===== src/iiee_pkg.sv =====
`default_nettype none
package iiee_pkg;

  localparam logic [7:0] CH_HASH  = 8'd35;
  localparam logic [7:0] CH_SPACE = 8'd32;
  localparam logic [7:0] CH_0     = 8'd48;
  localparam logic [7:0] CH_9     = 8'd57;
  localparam logic [7:0] CH_OR    = 8'd124;
  localparam logic [7:0] CH_XOR   = 8'd94;
  localparam logic [7:0] CH_AND   = 8'd38;
  localparam logic [7:0] CH_PLUS  = 8'd43;
  localparam logic [7:0] CH_MINUS = 8'd45;
  localparam logic [7:0] CH_STAR  = 8'd42;
  localparam logic [7:0] CH_SLASH = 8'd47;
  localparam logic [7:0] CH_PCT   = 8'd37;
  localparam logic [7:0] CH_LT    = 8'd60;
  localparam logic [7:0] CH_GT    = 8'd62;
  localparam logic [7:0] CH_EQ    = 8'd61;
  localparam logic [7:0] CH_BANG  = 8'd33;

  typedef enum logic [3:0] {
    OP_OR, OP_XOR, OP_AND, OP_EQ, OP_NE, OP_LT, OP_GT, OP_LE,
    OP_GE, OP_SHL, OP_SHR, OP_ADD, OP_SUB, OP_MUL, OP_DIV, OP_MOD
  } op_t;

  typedef enum logic [2:0] {P_NONE, P_LT, P_GT, P_EQ, P_NE} pend_t;

  typedef enum logic [1:0] {CLS_EXPECT, CLS_SIGN, CLS_NUM, CLS_NUMSP} cls_t;

  typedef enum logic [1:0] {CS_MATCH, CS_FALLBACK, CS_CHAR} code_src_t;

  typedef enum logic [3:0] {
    S_IDLE, S_DEC, S_PROC, S_CMT, S_CMT_CHK, S_PUSH, S_RED, S_RED_A,
    S_RED_CAP, S_RED_EXE, S_RED_DIV, S_RED_WB, S_FIN, S_FIN_RD, S_FIN_OUT
  } state_t;

  typedef struct packed {
    logic      load_char;
    logic      set_err;
    logic      space_upd;
    logic      accum_upd;
    logic      set_sign;
    logic      end_opnd;
    logic      set_code;
    code_src_t code_src;
    logic      set_pend;
    logic      op_rd;
    logic      op_push;
    logic      rd_b;
    logic      rd_a;
    logic      cap_b;
    logic      cap_a;
    logic      alu;
    logic      div_start;
    logic      wb;
    logic      rd0;
    logic      out_load;
    logic      clr_state;
  } cmd_t;

  typedef struct packed {
    logic is_hash;
    logic is_space;
    logic is_digit;
    logic is_sign;
    logic is_binop;
    logic is_cmp1;
    logic pend_nz;
    logic pend_match;
    logic pend_ltgt;
    cls_t cls;
    logic err;
    logic red_bad;
    logic opr_empty;
    logic prec_ge;
    logic op_is_div;
    logic div_busy;
    logic cnt_is1;
    logic out_busy;
  } sts_t;

  // C precedence, larger binds tighter
  function automatic logic [3:0] prec_of(input op_t op);
    logic [3:0] p;
    case (op)
      OP_OR:                      p = 4'd1;
      OP_XOR:                     p = 4'd2;
      OP_AND:                     p = 4'd3;
      OP_EQ, OP_NE:               p = 4'd4;
      OP_LT, OP_GT, OP_LE, OP_GE: p = 4'd5;
      OP_SHL, OP_SHR:             p = 4'd6;
      OP_ADD, OP_SUB:             p = 4'd7;
      default:                    p = 4'd8;
    endcase
    return p;
  endfunction

endpackage
`default_nettype wire


===== src/iiee_ram.sv =====
`default_nettype none
module iiee_ram #(
  parameter int WIDTH = 32,
  parameter int DEPTH = 32
) (
  input  wire logic                     clk,
  input  wire logic                     we,
  input  wire logic [$clog2(DEPTH)-1:0] waddr,
  input  wire logic [WIDTH-1:0]         wdata,
  input  wire logic                     re,
  input  wire logic [$clog2(DEPTH)-1:0] raddr,
  output logic      [WIDTH-1:0]         rdata
);

  logic [WIDTH-1:0] mem [DEPTH];

  always_ff @(posedge clk) begin
    if (we) begin
      mem[waddr] <= wdata;
    end
    if (re) begin
      rdata <= mem[raddr];
    end
  end

endmodule
`default_nettype wire


===== src/iiee_ctrl.sv =====
`default_nettype none
module iiee_ctrl
  import iiee_pkg::*;
(
  input  wire logic clk,
  input  wire logic rst_n,
  input  wire logic in_valid,
  output logic      in_stall,
  input  wire sts_t sts,
  output cmd_t      cmd
);

  state_t state_r, state_nxt;
  logic   resume_r, resume_nxt;   // reprocess the char after a fallback commit
  logic   fin_r, fin_nxt;         // reductions belong to the final sweep

  always_ff @(posedge clk) begin
    if (!rst_n) begin
      state_r  <= S_IDLE;
      resume_r <= 1'b0;
      fin_r    <= 1'b0;
    end else begin
      state_r  <= state_nxt;
      resume_r <= resume_nxt;
      fin_r    <= fin_nxt;
    end
  end

  assign in_stall = (state_r != S_IDLE);

  always_comb begin
    state_nxt  = state_r;
    resume_nxt = resume_r;
    fin_nxt    = fin_r;
    cmd        = '0;
    case (state_r)
      S_IDLE: begin
        if (in_valid) begin
          cmd.load_char = 1'b1;
          state_nxt     = S_DEC;
        end
      end
      S_DEC: begin
        if (sts.is_hash) begin
          if (sts.err) begin
            state_nxt = S_FIN_OUT;
          end else if (sts.pend_nz || sts.cls == CLS_EXPECT || sts.cls == CLS_SIGN) begin
            cmd.set_err = 1'b1;
            state_nxt   = S_FIN_OUT;
          end else begin
            cmd.end_opnd = 1'b1;
            fin_nxt      = 1'b1;
            state_nxt    = S_FIN;
          end
        end else if (sts.err) begin
          state_nxt = S_IDLE;
        end else if (sts.is_space) begin
          cmd.space_upd = 1'b1;
          state_nxt     = S_IDLE;
        end else if (sts.pend_nz) begin
          if (sts.pend_match) begin
            cmd.set_code = 1'b1;
            cmd.code_src = CS_MATCH;
            resume_nxt   = 1'b0;
            fin_nxt      = 1'b0;
            state_nxt    = S_CMT;
          end else if (sts.pend_ltgt) begin
            cmd.set_code = 1'b1;
            cmd.code_src = CS_FALLBACK;
            resume_nxt   = 1'b1;
            fin_nxt      = 1'b0;
            state_nxt    = S_CMT;
          end else begin
            cmd.set_err = 1'b1;
            state_nxt   = S_IDLE;
          end
        end else begin
          state_nxt = S_PROC;
        end
      end
      S_PROC: begin
        state_nxt = S_IDLE;
        if (sts.err) begin
          state_nxt = S_IDLE;
        end else if (sts.is_digit) begin
          if (sts.cls == CLS_NUMSP) cmd.set_err = 1'b1;
          else cmd.accum_upd = 1'b1;
        end else if (sts.cls == CLS_EXPECT) begin
          if (sts.is_sign) cmd.set_sign = 1'b1;
          else cmd.set_err = 1'b1;
        end else if (sts.cls == CLS_SIGN) begin
          cmd.set_err = 1'b1;
        end else if (sts.is_binop) begin
          cmd.end_opnd = 1'b1;
          cmd.set_code = 1'b1;
          cmd.code_src = CS_CHAR;
          resume_nxt   = 1'b0;
          fin_nxt      = 1'b0;
          state_nxt    = S_CMT;
        end else if (sts.is_cmp1) begin
          cmd.end_opnd = 1'b1;
          cmd.set_pend = 1'b1;
        end else begin
          cmd.set_err = 1'b1;
        end
      end
      S_CMT: begin
        if (!sts.err && !sts.opr_empty) begin
          cmd.op_rd = 1'b1;
          state_nxt = S_CMT_CHK;
        end else begin
          state_nxt = S_PUSH;
        end
      end
      S_CMT_CHK: begin
        state_nxt = sts.prec_ge ? S_RED : S_PUSH;
      end
      S_PUSH: begin
        cmd.op_push = 1'b1;
        state_nxt   = resume_r ? S_PROC : S_IDLE;
        resume_nxt  = 1'b0;
      end
      S_RED: begin
        if (sts.red_bad) begin
          cmd.set_err = 1'b1;
          state_nxt   = fin_r ? S_FIN : S_CMT;
        end else begin
          cmd.rd_b  = 1'b1;
          cmd.op_rd = 1'b1;
          state_nxt = S_RED_A;
        end
      end
      S_RED_A: begin
        cmd.cap_b = 1'b1;
        cmd.rd_a  = 1'b1;
        state_nxt = S_RED_CAP;
      end
      S_RED_CAP: begin
        cmd.cap_a = 1'b1;
        state_nxt = S_RED_EXE;
      end
      S_RED_EXE: begin
        if (sts.op_is_div) begin
          cmd.div_start = 1'b1;
          state_nxt     = S_RED_DIV;
        end else begin
          cmd.alu   = 1'b1;
          state_nxt = S_RED_WB;
        end
      end
      S_RED_DIV: begin
        if (!sts.div_busy) state_nxt = S_RED_WB;
      end
      S_RED_WB: begin
        cmd.wb    = 1'b1;
        state_nxt = fin_r ? S_FIN : S_CMT;
      end
      S_FIN: begin
        if (!sts.err && !sts.opr_empty) begin
          state_nxt = S_RED;
        end else if (!sts.err && sts.cnt_is1) begin
          cmd.rd0   = 1'b1;
          state_nxt = S_FIN_RD;
        end else begin
          cmd.set_err = 1'b1;
          state_nxt   = S_FIN_OUT;
        end
      end
      S_FIN_RD: begin
        state_nxt = S_FIN_OUT;
      end
      S_FIN_OUT: begin
        if (!sts.out_busy) begin
          cmd.out_load  = 1'b1;
          cmd.clr_state = 1'b1;
          fin_nxt       = 1'b0;
          state_nxt     = S_IDLE;
        end
      end
      default: begin
        state_nxt = S_IDLE;
      end
    endcase
  end

endmodule
`default_nettype wire


===== src/iiee_dp.sv =====
`default_nettype none
module iiee_dp
  import iiee_pkg::*;
#(
  parameter int OPERAND_DEPTH  = 32,
  parameter int OPERATOR_DEPTH = 16
) (
  input  wire logic               clk,
  input  wire logic               rst_n,
  input  wire logic [7:0]         in_char,
  input  wire cmd_t               cmd,
  output sts_t                    sts,
  output logic                    out_valid,
  input  wire logic               out_stall,
  output logic signed [31:0]      out_result_value,
  output logic                    out_error
);

  localparam int AW  = $clog2(OPERAND_DEPTH);
  localparam int CW  = $clog2(OPERAND_DEPTH + 1);
  localparam int OAW = $clog2(OPERATOR_DEPTH);
  localparam int OCW = $clog2(OPERATOR_DEPTH + 1);

  logic [CW-1:0]  cnt_r, cnt_nxt;
  logic [OCW-1:0] opcnt_r, opcnt_nxt;
  logic [31:0]    acc_r, acc_nxt;
  logic           neg_r, neg_nxt;
  cls_t           cls_r, cls_nxt;
  pend_t          pend_r, pend_nxt;
  logic           err_r, err_nxt;
  logic           out_valid_r;

  logic [7:0]  c_r;
  op_t         code_r, op_r;
  logic [31:0] a_r, b_r, res_r, out_value_r;
  logic        out_err_r;

  // serial divider
  logic        busy_r;
  logic [4:0]  step_r;
  logic [31:0] rem_r, dvd_r, mb_r;
  logic        na_r, negq_r, mod_r;
  logic [32:0] r2;
  logic        ge;
  logic [31:0] rem_step, dvd_step;

  logic [31:0] opnd_rdata, opnd_wdata, opnd_val;
  logic [AW-1:0] opnd_waddr, opnd_raddr;
  logic        opnd_we, opnd_re;
  logic [3:0]  opr_rdata;
  logic        opr_we;
  logic [CW-1:0]  cnt_m1, cnt_m2;
  logic [OCW-1:0] opcnt_m1;
  logic        opnd_full, opr_full;

  logic        is_digit;
  logic        pend_match;
  op_t         match_code, fb_code, char_code;
  logic        char_is_op;
  pend_t       char_pend;
  logic [31:0] alu_res;
  logic [4:0]  shamt;

  assign cnt_m1    = cnt_r - CW'(1);
  assign cnt_m2    = cnt_r - CW'(2);
  assign opcnt_m1  = opcnt_r - OCW'(1);
  assign opnd_full = (cnt_r == CW'(OPERAND_DEPTH));
  assign opr_full  = (opcnt_r == OCW'(OPERATOR_DEPTH));
  assign opnd_val  = neg_r ? (32'd0 - acc_r) : acc_r;

  // operand stack
  assign opnd_we    = (cmd.end_opnd && !opnd_full) || cmd.wb;
  assign opnd_waddr = cmd.end_opnd ? cnt_r[AW-1:0] : cnt_m2[AW-1:0];
  assign opnd_wdata = cmd.end_opnd ? opnd_val : res_r;
  assign opnd_re    = cmd.rd_b || cmd.rd_a || cmd.rd0;
  assign opnd_raddr = cmd.rd_b ? cnt_m1[AW-1:0] : (cmd.rd_a ? cnt_m2[AW-1:0] : '0);

  iiee_ram #(.WIDTH(32), .DEPTH(OPERAND_DEPTH)) u_opnd_ram (
    .clk   (clk),
    .we    (opnd_we),
    .waddr (opnd_waddr),
    .wdata (opnd_wdata),
    .re    (opnd_re),
    .raddr (opnd_raddr),
    .rdata (opnd_rdata)
  );

  // operator stack
  assign opr_we = cmd.op_push && !err_r && !opr_full;

  iiee_ram #(.WIDTH(4), .DEPTH(OPERATOR_DEPTH)) u_opr_ram (
    .clk   (clk),
    .we    (opr_we),
    .waddr (opcnt_r[OAW-1:0]),
    .wdata (code_r),
    .re    (cmd.op_rd),
    .raddr (opcnt_m1[OAW-1:0]),
    .rdata (opr_rdata)
  );

  // character decode
  assign is_digit = (c_r >= CH_0) && (c_r <= CH_9);

  always_comb begin
    char_is_op = 1'b1;
    char_code  = OP_OR;
    case (c_r)
      CH_OR:    char_code = OP_OR;
      CH_XOR:   char_code = OP_XOR;
      CH_AND:   char_code = OP_AND;
      CH_PLUS:  char_code = OP_ADD;
      CH_MINUS: char_code = OP_SUB;
      CH_STAR:  char_code = OP_MUL;
      CH_SLASH: char_code = OP_DIV;
      CH_PCT:   char_code = OP_MOD;
      default:  char_is_op = 1'b0;
    endcase
    case (c_r)
      CH_LT:   char_pend = P_LT;
      CH_GT:   char_pend = P_GT;
      CH_EQ:   char_pend = P_EQ;
      CH_BANG: char_pend = P_NE;
      default: char_pend = P_NONE;
    endcase
    pend_match = 1'b1;
    match_code = OP_EQ;
    if (pend_r == P_LT && c_r == CH_LT)      match_code = OP_SHL;
    else if (pend_r == P_LT && c_r == CH_EQ) match_code = OP_LE;
    else if (pend_r == P_GT && c_r == CH_GT) match_code = OP_SHR;
    else if (pend_r == P_GT && c_r == CH_EQ) match_code = OP_GE;
    else if (pend_r == P_EQ && c_r == CH_EQ) match_code = OP_EQ;
    else if (pend_r == P_NE && c_r == CH_EQ) match_code = OP_NE;
    else pend_match = 1'b0;
    fb_code = (pend_r == P_LT) ? OP_LT : OP_GT;
  end

  // combinational operators
  assign shamt = b_r[4:0];
  always_comb begin
    case (op_r)
      OP_OR:   alu_res = a_r | b_r;
      OP_XOR:  alu_res = a_r ^ b_r;
      OP_AND:  alu_res = a_r & b_r;
      OP_EQ:   alu_res = {31'd0, a_r == b_r};
      OP_NE:   alu_res = {31'd0, a_r != b_r};
      OP_LT:   alu_res = {31'd0, $signed(a_r) < $signed(b_r)};
      OP_GT:   alu_res = {31'd0, $signed(a_r) > $signed(b_r)};
      OP_LE:   alu_res = {31'd0, $signed(a_r) <= $signed(b_r)};
      OP_GE:   alu_res = {31'd0, $signed(a_r) >= $signed(b_r)};
      OP_SHL:  alu_res = a_r << shamt;
      OP_SHR:  alu_res = $unsigned($signed(a_r) >>> shamt);
      OP_ADD:  alu_res = a_r + b_r;
      OP_SUB:  alu_res = a_r - b_r;
      OP_MUL:  alu_res = a_r * b_r;
      default: alu_res = '0;
    endcase
  end

  // restoring divide step on magnitudes
  assign r2       = {rem_r, dvd_r[31]};
  assign ge       = (r2 >= {1'b0, mb_r});
  assign rem_step = ge ? 32'(r2 - {1'b0, mb_r}) : r2[31:0];
  assign dvd_step = {dvd_r[30:0], ge};

  // control state next values
  always_comb begin
    cnt_nxt   = cnt_r;
    opcnt_nxt = opcnt_r;
    acc_nxt   = acc_r;
    neg_nxt   = neg_r;
    cls_nxt   = cls_r;
    pend_nxt  = pend_r;
    err_nxt   = err_r;
    if (cmd.clr_state) begin
      cnt_nxt   = '0;
      opcnt_nxt = '0;
      acc_nxt   = '0;
      neg_nxt   = 1'b0;
      cls_nxt   = CLS_EXPECT;
      pend_nxt  = P_NONE;
      err_nxt   = 1'b0;
    end else begin
      if (cmd.set_err) err_nxt = 1'b1;
      if (cmd.space_upd && cls_r == CLS_NUM) cls_nxt = CLS_NUMSP;
      if (cmd.accum_upd) begin
        acc_nxt = (acc_r << 3) + (acc_r << 1) + {24'd0, c_r - CH_0};
        cls_nxt = CLS_NUM;
      end
      if (cmd.set_sign) begin
        neg_nxt = (c_r == CH_MINUS);
        cls_nxt = CLS_SIGN;
      end
      if (cmd.set_pend) begin
        pend_nxt = char_pend;
        cls_nxt  = CLS_EXPECT;
      end
      if (cmd.end_opnd) begin
        if (opnd_full) err_nxt = 1'b1;
        else cnt_nxt = cnt_r + CW'(1);
        acc_nxt = '0;
        neg_nxt = 1'b0;
      end
      if (cmd.op_push) begin
        if (!err_r) begin
          if (opr_full) err_nxt = 1'b1;
          else opcnt_nxt = opcnt_r + OCW'(1);
        end
        cls_nxt  = CLS_EXPECT;
        pend_nxt = P_NONE;
      end
      if (cmd.wb) begin
        cnt_nxt   = cnt_m1;
        opcnt_nxt = opcnt_m1;
      end
      if (cmd.div_start && b_r == 32'd0) err_nxt = 1'b1;
    end
  end

  always_ff @(posedge clk) begin
    if (!rst_n) begin
      cnt_r       <= '0;
      opcnt_r     <= '0;
      acc_r       <= '0;
      neg_r       <= 1'b0;
      cls_r       <= CLS_EXPECT;
      pend_r      <= P_NONE;
      err_r       <= 1'b0;
      busy_r      <= 1'b0;
      out_valid_r <= 1'b0;
    end else begin
      cnt_r   <= cnt_nxt;
      opcnt_r <= opcnt_nxt;
      acc_r   <= acc_nxt;
      neg_r   <= neg_nxt;
      cls_r   <= cls_nxt;
      pend_r  <= pend_nxt;
      err_r   <= err_nxt;
      if (cmd.div_start) busy_r <= (b_r != 32'd0);
      else if (busy_r && step_r == 5'd31) busy_r <= 1'b0;
      if (cmd.out_load) out_valid_r <= 1'b1;
      else if (!out_stall) out_valid_r <= 1'b0;
    end
  end

  // payload
  always_ff @(posedge clk) begin
    if (cmd.load_char) c_r <= in_char;
    if (cmd.set_code) begin
      case (cmd.code_src)
        CS_MATCH:    code_r <= match_code;
        CS_FALLBACK: code_r <= fb_code;
        default:     code_r <= char_code;
      endcase
    end
    if (cmd.cap_b) begin
      b_r  <= opnd_rdata;
      op_r <= op_t'(opr_rdata);
    end
    if (cmd.cap_a) a_r <= opnd_rdata;
    if (cmd.alu) res_r <= alu_res;
    if (cmd.div_start) begin
      na_r   <= a_r[31];
      negq_r <= a_r[31] ^ b_r[31];
      mod_r  <= (op_r == OP_MOD);
      mb_r   <= b_r[31] ? (32'd0 - b_r) : b_r;
      dvd_r  <= a_r[31] ? (32'd0 - a_r) : a_r;
      rem_r  <= '0;
      step_r <= '0;
      if (b_r == 32'd0) res_r <= '0;
    end else if (busy_r) begin
      rem_r  <= rem_step;
      dvd_r  <= dvd_step;
      step_r <= step_r + 5'd1;
      if (step_r == 5'd31) begin
        if (mod_r) res_r <= na_r ? (32'd0 - rem_step) : rem_step;
        else res_r <= negq_r ? (32'd0 - dvd_step) : dvd_step;
      end
    end
    if (cmd.out_load) begin
      out_value_r <= err_r ? 32'd0 : opnd_rdata;
      out_err_r   <= err_r;
    end
  end

  assign out_valid        = out_valid_r;
  assign out_result_value = $signed(out_value_r);
  assign out_error        = out_err_r;

  always_comb begin
    sts.is_hash    = (c_r == CH_HASH);
    sts.is_space   = (c_r == CH_SPACE);
    sts.is_digit   = is_digit;
    sts.is_sign    = (c_r == CH_PLUS) || (c_r == CH_MINUS);
    sts.is_binop   = char_is_op;
    sts.is_cmp1    = (char_pend != P_NONE);
    sts.pend_nz    = (pend_r != P_NONE);
    sts.pend_match = pend_match;
    sts.pend_ltgt  = (pend_r == P_LT) || (pend_r == P_GT);
    sts.cls        = cls_r;
    sts.err        = err_r;
    sts.red_bad    = (cnt_r < CW'(2)) || (opcnt_r == '0);
    sts.opr_empty  = (opcnt_r == '0);
    sts.prec_ge    = (prec_of(op_t'(opr_rdata)) >= prec_of(code_r));
    sts.op_is_div  = (op_r == OP_DIV) || (op_r == OP_MOD);
    sts.div_busy   = busy_r;
    sts.cnt_is1    = (cnt_r == CW'(1));
    sts.out_busy   = out_valid_r && out_stall;
  end

endmodule
`default_nettype wire


===== src/infix_integer_expression_evaluator.sv =====
// Streaming C-style integer expression evaluator. Feed one ASCII character per
// transfer on in_char; '#' closes the expression and yields one result transfer
// (out_result_value, out_error), after which the block is clear for the next
// expression. Digits, blanks, a leading sign and the operators
// | ^ & == != < > <= >= << >> + - * / % are understood with C precedence and
// left associativity; 32-bit wrapping arithmetic, out_error set (value 0) on
// bad syntax, divide by zero or a full stack. A digit, sign or first
// character of a comparison is accepted, decoded and acted on; a blank is
// accepted and decoded. A binary operator first reduces while the operator
// on top of the stack binds at least as tightly, then is pushed; a / or %
// reduction waits on the one-bit-per-cycle divider. The terminator reduces
// every pending operator, unless the expression is already in error, and
// then waits for the output register to drain. The operand and operator
// stacks are single-read-port memories, read one entry per cycle, and the
// divider is serial. A new character is taken while a finished result
// still waits on out_stall; only '#' waits for the output register to drain.
`default_nettype none
module infix_integer_expression_evaluator
  import iiee_pkg::*;
#(
  parameter int OPERAND_DEPTH  = 32,
  parameter int OPERATOR_DEPTH = 16
) (
  input  wire logic               clk,
  input  wire logic               rst_n,
  input  wire logic               in_valid,
  output logic                    in_stall,
  input  wire logic [7:0]         in_char,
  output logic                    out_valid,
  input  wire logic               out_stall,
  output logic signed [31:0]      out_result_value,
  output logic                    out_error
);

  cmd_t cmd;   // controller -> datapath strobes
  sts_t sts;   // datapath flags back to the controller

  iiee_ctrl u_ctrl (
    .clk      (clk),
    .rst_n    (rst_n),
    .in_valid (in_valid),
    .in_stall (in_stall),
    .sts      (sts),
    .cmd      (cmd)
  );

  iiee_dp #(
    .OPERAND_DEPTH  (OPERAND_DEPTH),
    .OPERATOR_DEPTH (OPERATOR_DEPTH)
  ) u_dp (
    .clk              (clk),
    .rst_n            (rst_n),
    .in_char          (in_char),
    .cmd              (cmd),
    .sts              (sts),
    .out_valid        (out_valid),
    .out_stall        (out_stall),
    .out_result_value (out_result_value),
    .out_error        (out_error)
  );

endmodule
`default_nettype wire


===== config.mk =====
export PLATFORM = sky130hd
export DESIGN_NAME = infix_integer_expression_evaluator
export DESIGN_NICKNAME = d
export VERILOG_FILES = /design/src/iiee_pkg.sv /design/src/iiee_ram.sv /design/src/iiee_ctrl.sv /design/src/iiee_dp.sv /design/src/infix_integer_expression_evaluator.sv
export SDC_FILE = /design/constraint.sdc
export NUM_CORES = 2
export LEC_CHECK = 0
export ABC_AREA = 0
export BUFFER_PORTS_ARGS = -buffer_cell sky130_fd_sc_hd__buf_4
export CAP_MARGIN = 25
export CORE_MARGIN = 2
export CORE_UTILIZATION = 50
export DETAILED_ROUTE_END_ITERATION = 16
export PLACE_DENSITY = 0.65
export SYNTH_ARGS = -nofsm -noshare
export SYNTH_HDL_FRONTEND = slang
export SYNTH_SLANG_ARGS = --single-unit

===== constraint.sdc =====
create_clock -name clk -period 13.3 [get_ports clk]
set_input_delay 1.33 -clock clk [delete_from_list [all_inputs] [get_ports clk]]
set_output_delay 1.33 -clock clk [all_outputs]
set_load 0.005 [all_outputs]

==> metrics <==
Total Nets Final 8915; postcts setup bufs 0; number of antenna violations at the first check in global routing 13; PostCTS Resize Cnt 0; Die X 424 um; Sinks on Clock Net 1435; design area 96800 um^2; TritonCTS clock tree yes; syn nets 9082; DIE HEIGHT 424 um; Yosys cell types 96; area occupied by multi-input gates 42800 um^2; die area 180000 um^2; outcome finished, final reports clean; setup TNS 0 ps; worst flop-to-flop path endpoint u_dp.res_r[25]; fin crit period 9030 ps; Critical Path RT 13990 ps; Main synth FF type edfxtp_1; Reg clk slew, reported paths 60 ps; critical path endpoint category register; largest net degree at the start of global routing 192; EDFF count, synth 1304; Area Overhead vs Synth 9.57%; core area 176000 um^2; Worst Setup Path Type reg2reg; Hold Crit Class reg2reg; Reg area 41800 um^2; detailed placement HPWL 201000 um; routed vias/inst 6.27; flops & latches, synth 1435; Async SR Flop Fraction 0%; placed cell area 91600 um^2; DR pass1 iterations 6; Startpoint Class register; hold path depth 0; Setup violations, final 0; Tightest Pin Transition 1100 ps; filler cell count 15000; post-route ant nets 0; gpl congestion 1.04; hold buffer count at cts 0; hold endpoint u_dp.b_r[1]; WL final 301000 um; Ports 47; H-tree Lvls 4; clk_skew 44.0 ps; unrepaired setup endpoints after global routing no; hold_sp u_dp.u_opnd_ram.rdata[1]; CP Max Fanout 20; register area share after synthesis 47.3%; Rel. slew slack 26.2%; Max Cap Viol 0; GRT Total Usage 33.2%; Congestion Overflow GR 0; clock tree buffer depth 3; RR Startpoint u_dp.b_r[4]; port bufs 46; Initial DRC Count 7618; Core Rows 154; mapped cell area 88400 um^2; Post-Syn Instances 8317; initial core utilization 50.2%; yosys warns 0; WL/cell 28.3 um; Root Driver clkbuf_16; final max-slew violation count 0; Avg Cell Area, Syn 10.6 um^2; Max Clock Freq 111 MHz; first-pass GRT wire length 440000 um; # DRC 0; layout cell share with drive strength beyond 1 7.94%; R2R setup slack 4270 ps; final hold violation count 0; Crit path arrival time 9720 ps; number of global-route vias before repair 64800; Worst-Skew Late Latency 810 ps; Num CTS Buffers 153; Tcrit/Tclk final 67.9%; reg2reg path depth 27; routed vias 66700
[layer usage]
layer	track usage, %	part of all wire (%)	vias to the layer above
li1	-	-	29500
met1	43.0	39	33300
met2	53.5	47	3055
met3	5.35	7.7	758
met4	17.9	6.2	6
met5	0	0.013	-
[Yosys cell counts, drive strengths merged, types with 51 or more instances]
cell	instances	area (um^2)
and2	272	1700
nand2b	63	394
o211ai	51	388
fa	417	8350
nor2b	55	344
o21ai	357	1790
ha	336	4200
xnor2	200	1750
or3	58	363
dfxtp	131	2620
a21oi	373	1870
o31ai	56	420
mux2i	85	851
mux4	59	1330
edfxtp	1304	39200
a21o	86	646
buf	77	313
a211oi	415	3120
xor2	101	885
nor3	84	420
clkbuf	484	1820
a31oi	150	938
nor2	712	2670
inv	569	2140
nand3	71	355
nand2	1096	4130
a311oi	134	1170
[final cells by class]
cell class | count | area share (%)
multi-input combinational | 5738 | 44.2
sequential | 1435 | 43.2
clock buffer | 195 | 4.19
tap | 2340 | 3.02
inverter | 583 | 2.26
timing repair buffer | 239 | 2.12
clock inverter | 89 | 1.06
antenna | 7 | 0.0181
[critical path, stage by stage, from the launching register on]
cell and delay, ps:
edfxtp_1 330, buf_4 290, clkinv_1 700, nor2_1 330
fa_1 440, inv_1 70, fa_1 420, fa_1 480
fa_1 540, inv_1 50, fa_1 500, inv_1 50
fa_1 530, inv_1 50, fa_1 380, fa_1 470
ha_1 350, a21o_1 170, a21o_1 170, a21o_1 200
a21o_1 190, o21ai_0 310, nand3b_1 130, a211oi_1 650
o31ai_1 260, o22ai_1 280, o32ai_1 140, or3_1 370
[logic make-up after synthesis]
family	count (synthesis)	share of synthesized area, %
AOI/OAI and AO/OA	1979	15.2
xor gates and xnor gates	301	2.98
adders and majority gates	753	14.2
buffers and inverters	1144	4.89
DFF	1435	47.3
muxes	154	2.59
and+or+nand+nor	2551	12.9
[flip-flops by register name, summed over array words and instances (netlist names), 6 cells and up, named ones only]
signal,flops
u_dp.u_opnd_ram.mem,1024
u_dp.u_opr_ram.mem,64
u_dp.a_r,32
u_dp.acc_r,32
u_dp.b_r,32
u_dp.dvd_r,32
u_dp.mb_r,32
u_dp.out_result_value,32
u_dp.rem_r,32
u_dp.res_r,32
u_dp.u_opnd_ram.rdata,32
u_dp.c_r,8
u_dp.cnt_r,6
[placed cells by master, fill, tap and decap left out, types with 63 or more instances in the layout]
cell,instances
edfxtp_1,1304
mux2i_1,85
a21oi_1,371
dfxtp_1,129
nand2_1,1095
a311oi_1,134
a31oi_1,150
nor3_1,81
nand2b_1,63
a211oi_1,414
inv_1,559
ha_1,336
xor2_1,101
a21o_1,85
xnor2_1,200
nand3_1,68
buf_4,217
fa_1,417
o21ai_0,316
nor2_1,679
clkbuf_16,157
and2_1,272
[metrics by stage]
stage | cells | worst slack [ps] | hold WS (ps) | utilization [%]
finish | 10600 | 4270 | 479 | 55.0
global route | 10600 | 3950 | 514 | 55.0
CTS | 10600 | 4340 | 478 | 55.0
detailed placement | 10300 | 4380 | 470 | 52.1
global placement | 10300 | 4280 | 458 | 52.0
floorplan | 8317 | 4460 | 406 | -
[worst max path at each step]
stage                      startpoint  slack, ps             end
after global routing      u_dp.b_r[4]       3950  u_dp.res_r[29]
after detailed placement  u_dp.b_r[4]       4380  u_dp.res_r[29]
after floorplan           u_dp.b_r[2]       4460  u_dp.res_r[25]
final                     u_dp.b_r[4]       4270  u_dp.res_r[25]
after CTS                 u_dp.b_r[4]       4340  u_dp.res_r[29]
after global placement    u_dp.b_r[5]       4280  u_dp.res_r[30]
Power is left out: the tool's default activity adds up to more than one toggle a clock period on the data nets, which glitch-free logic cannot reach.
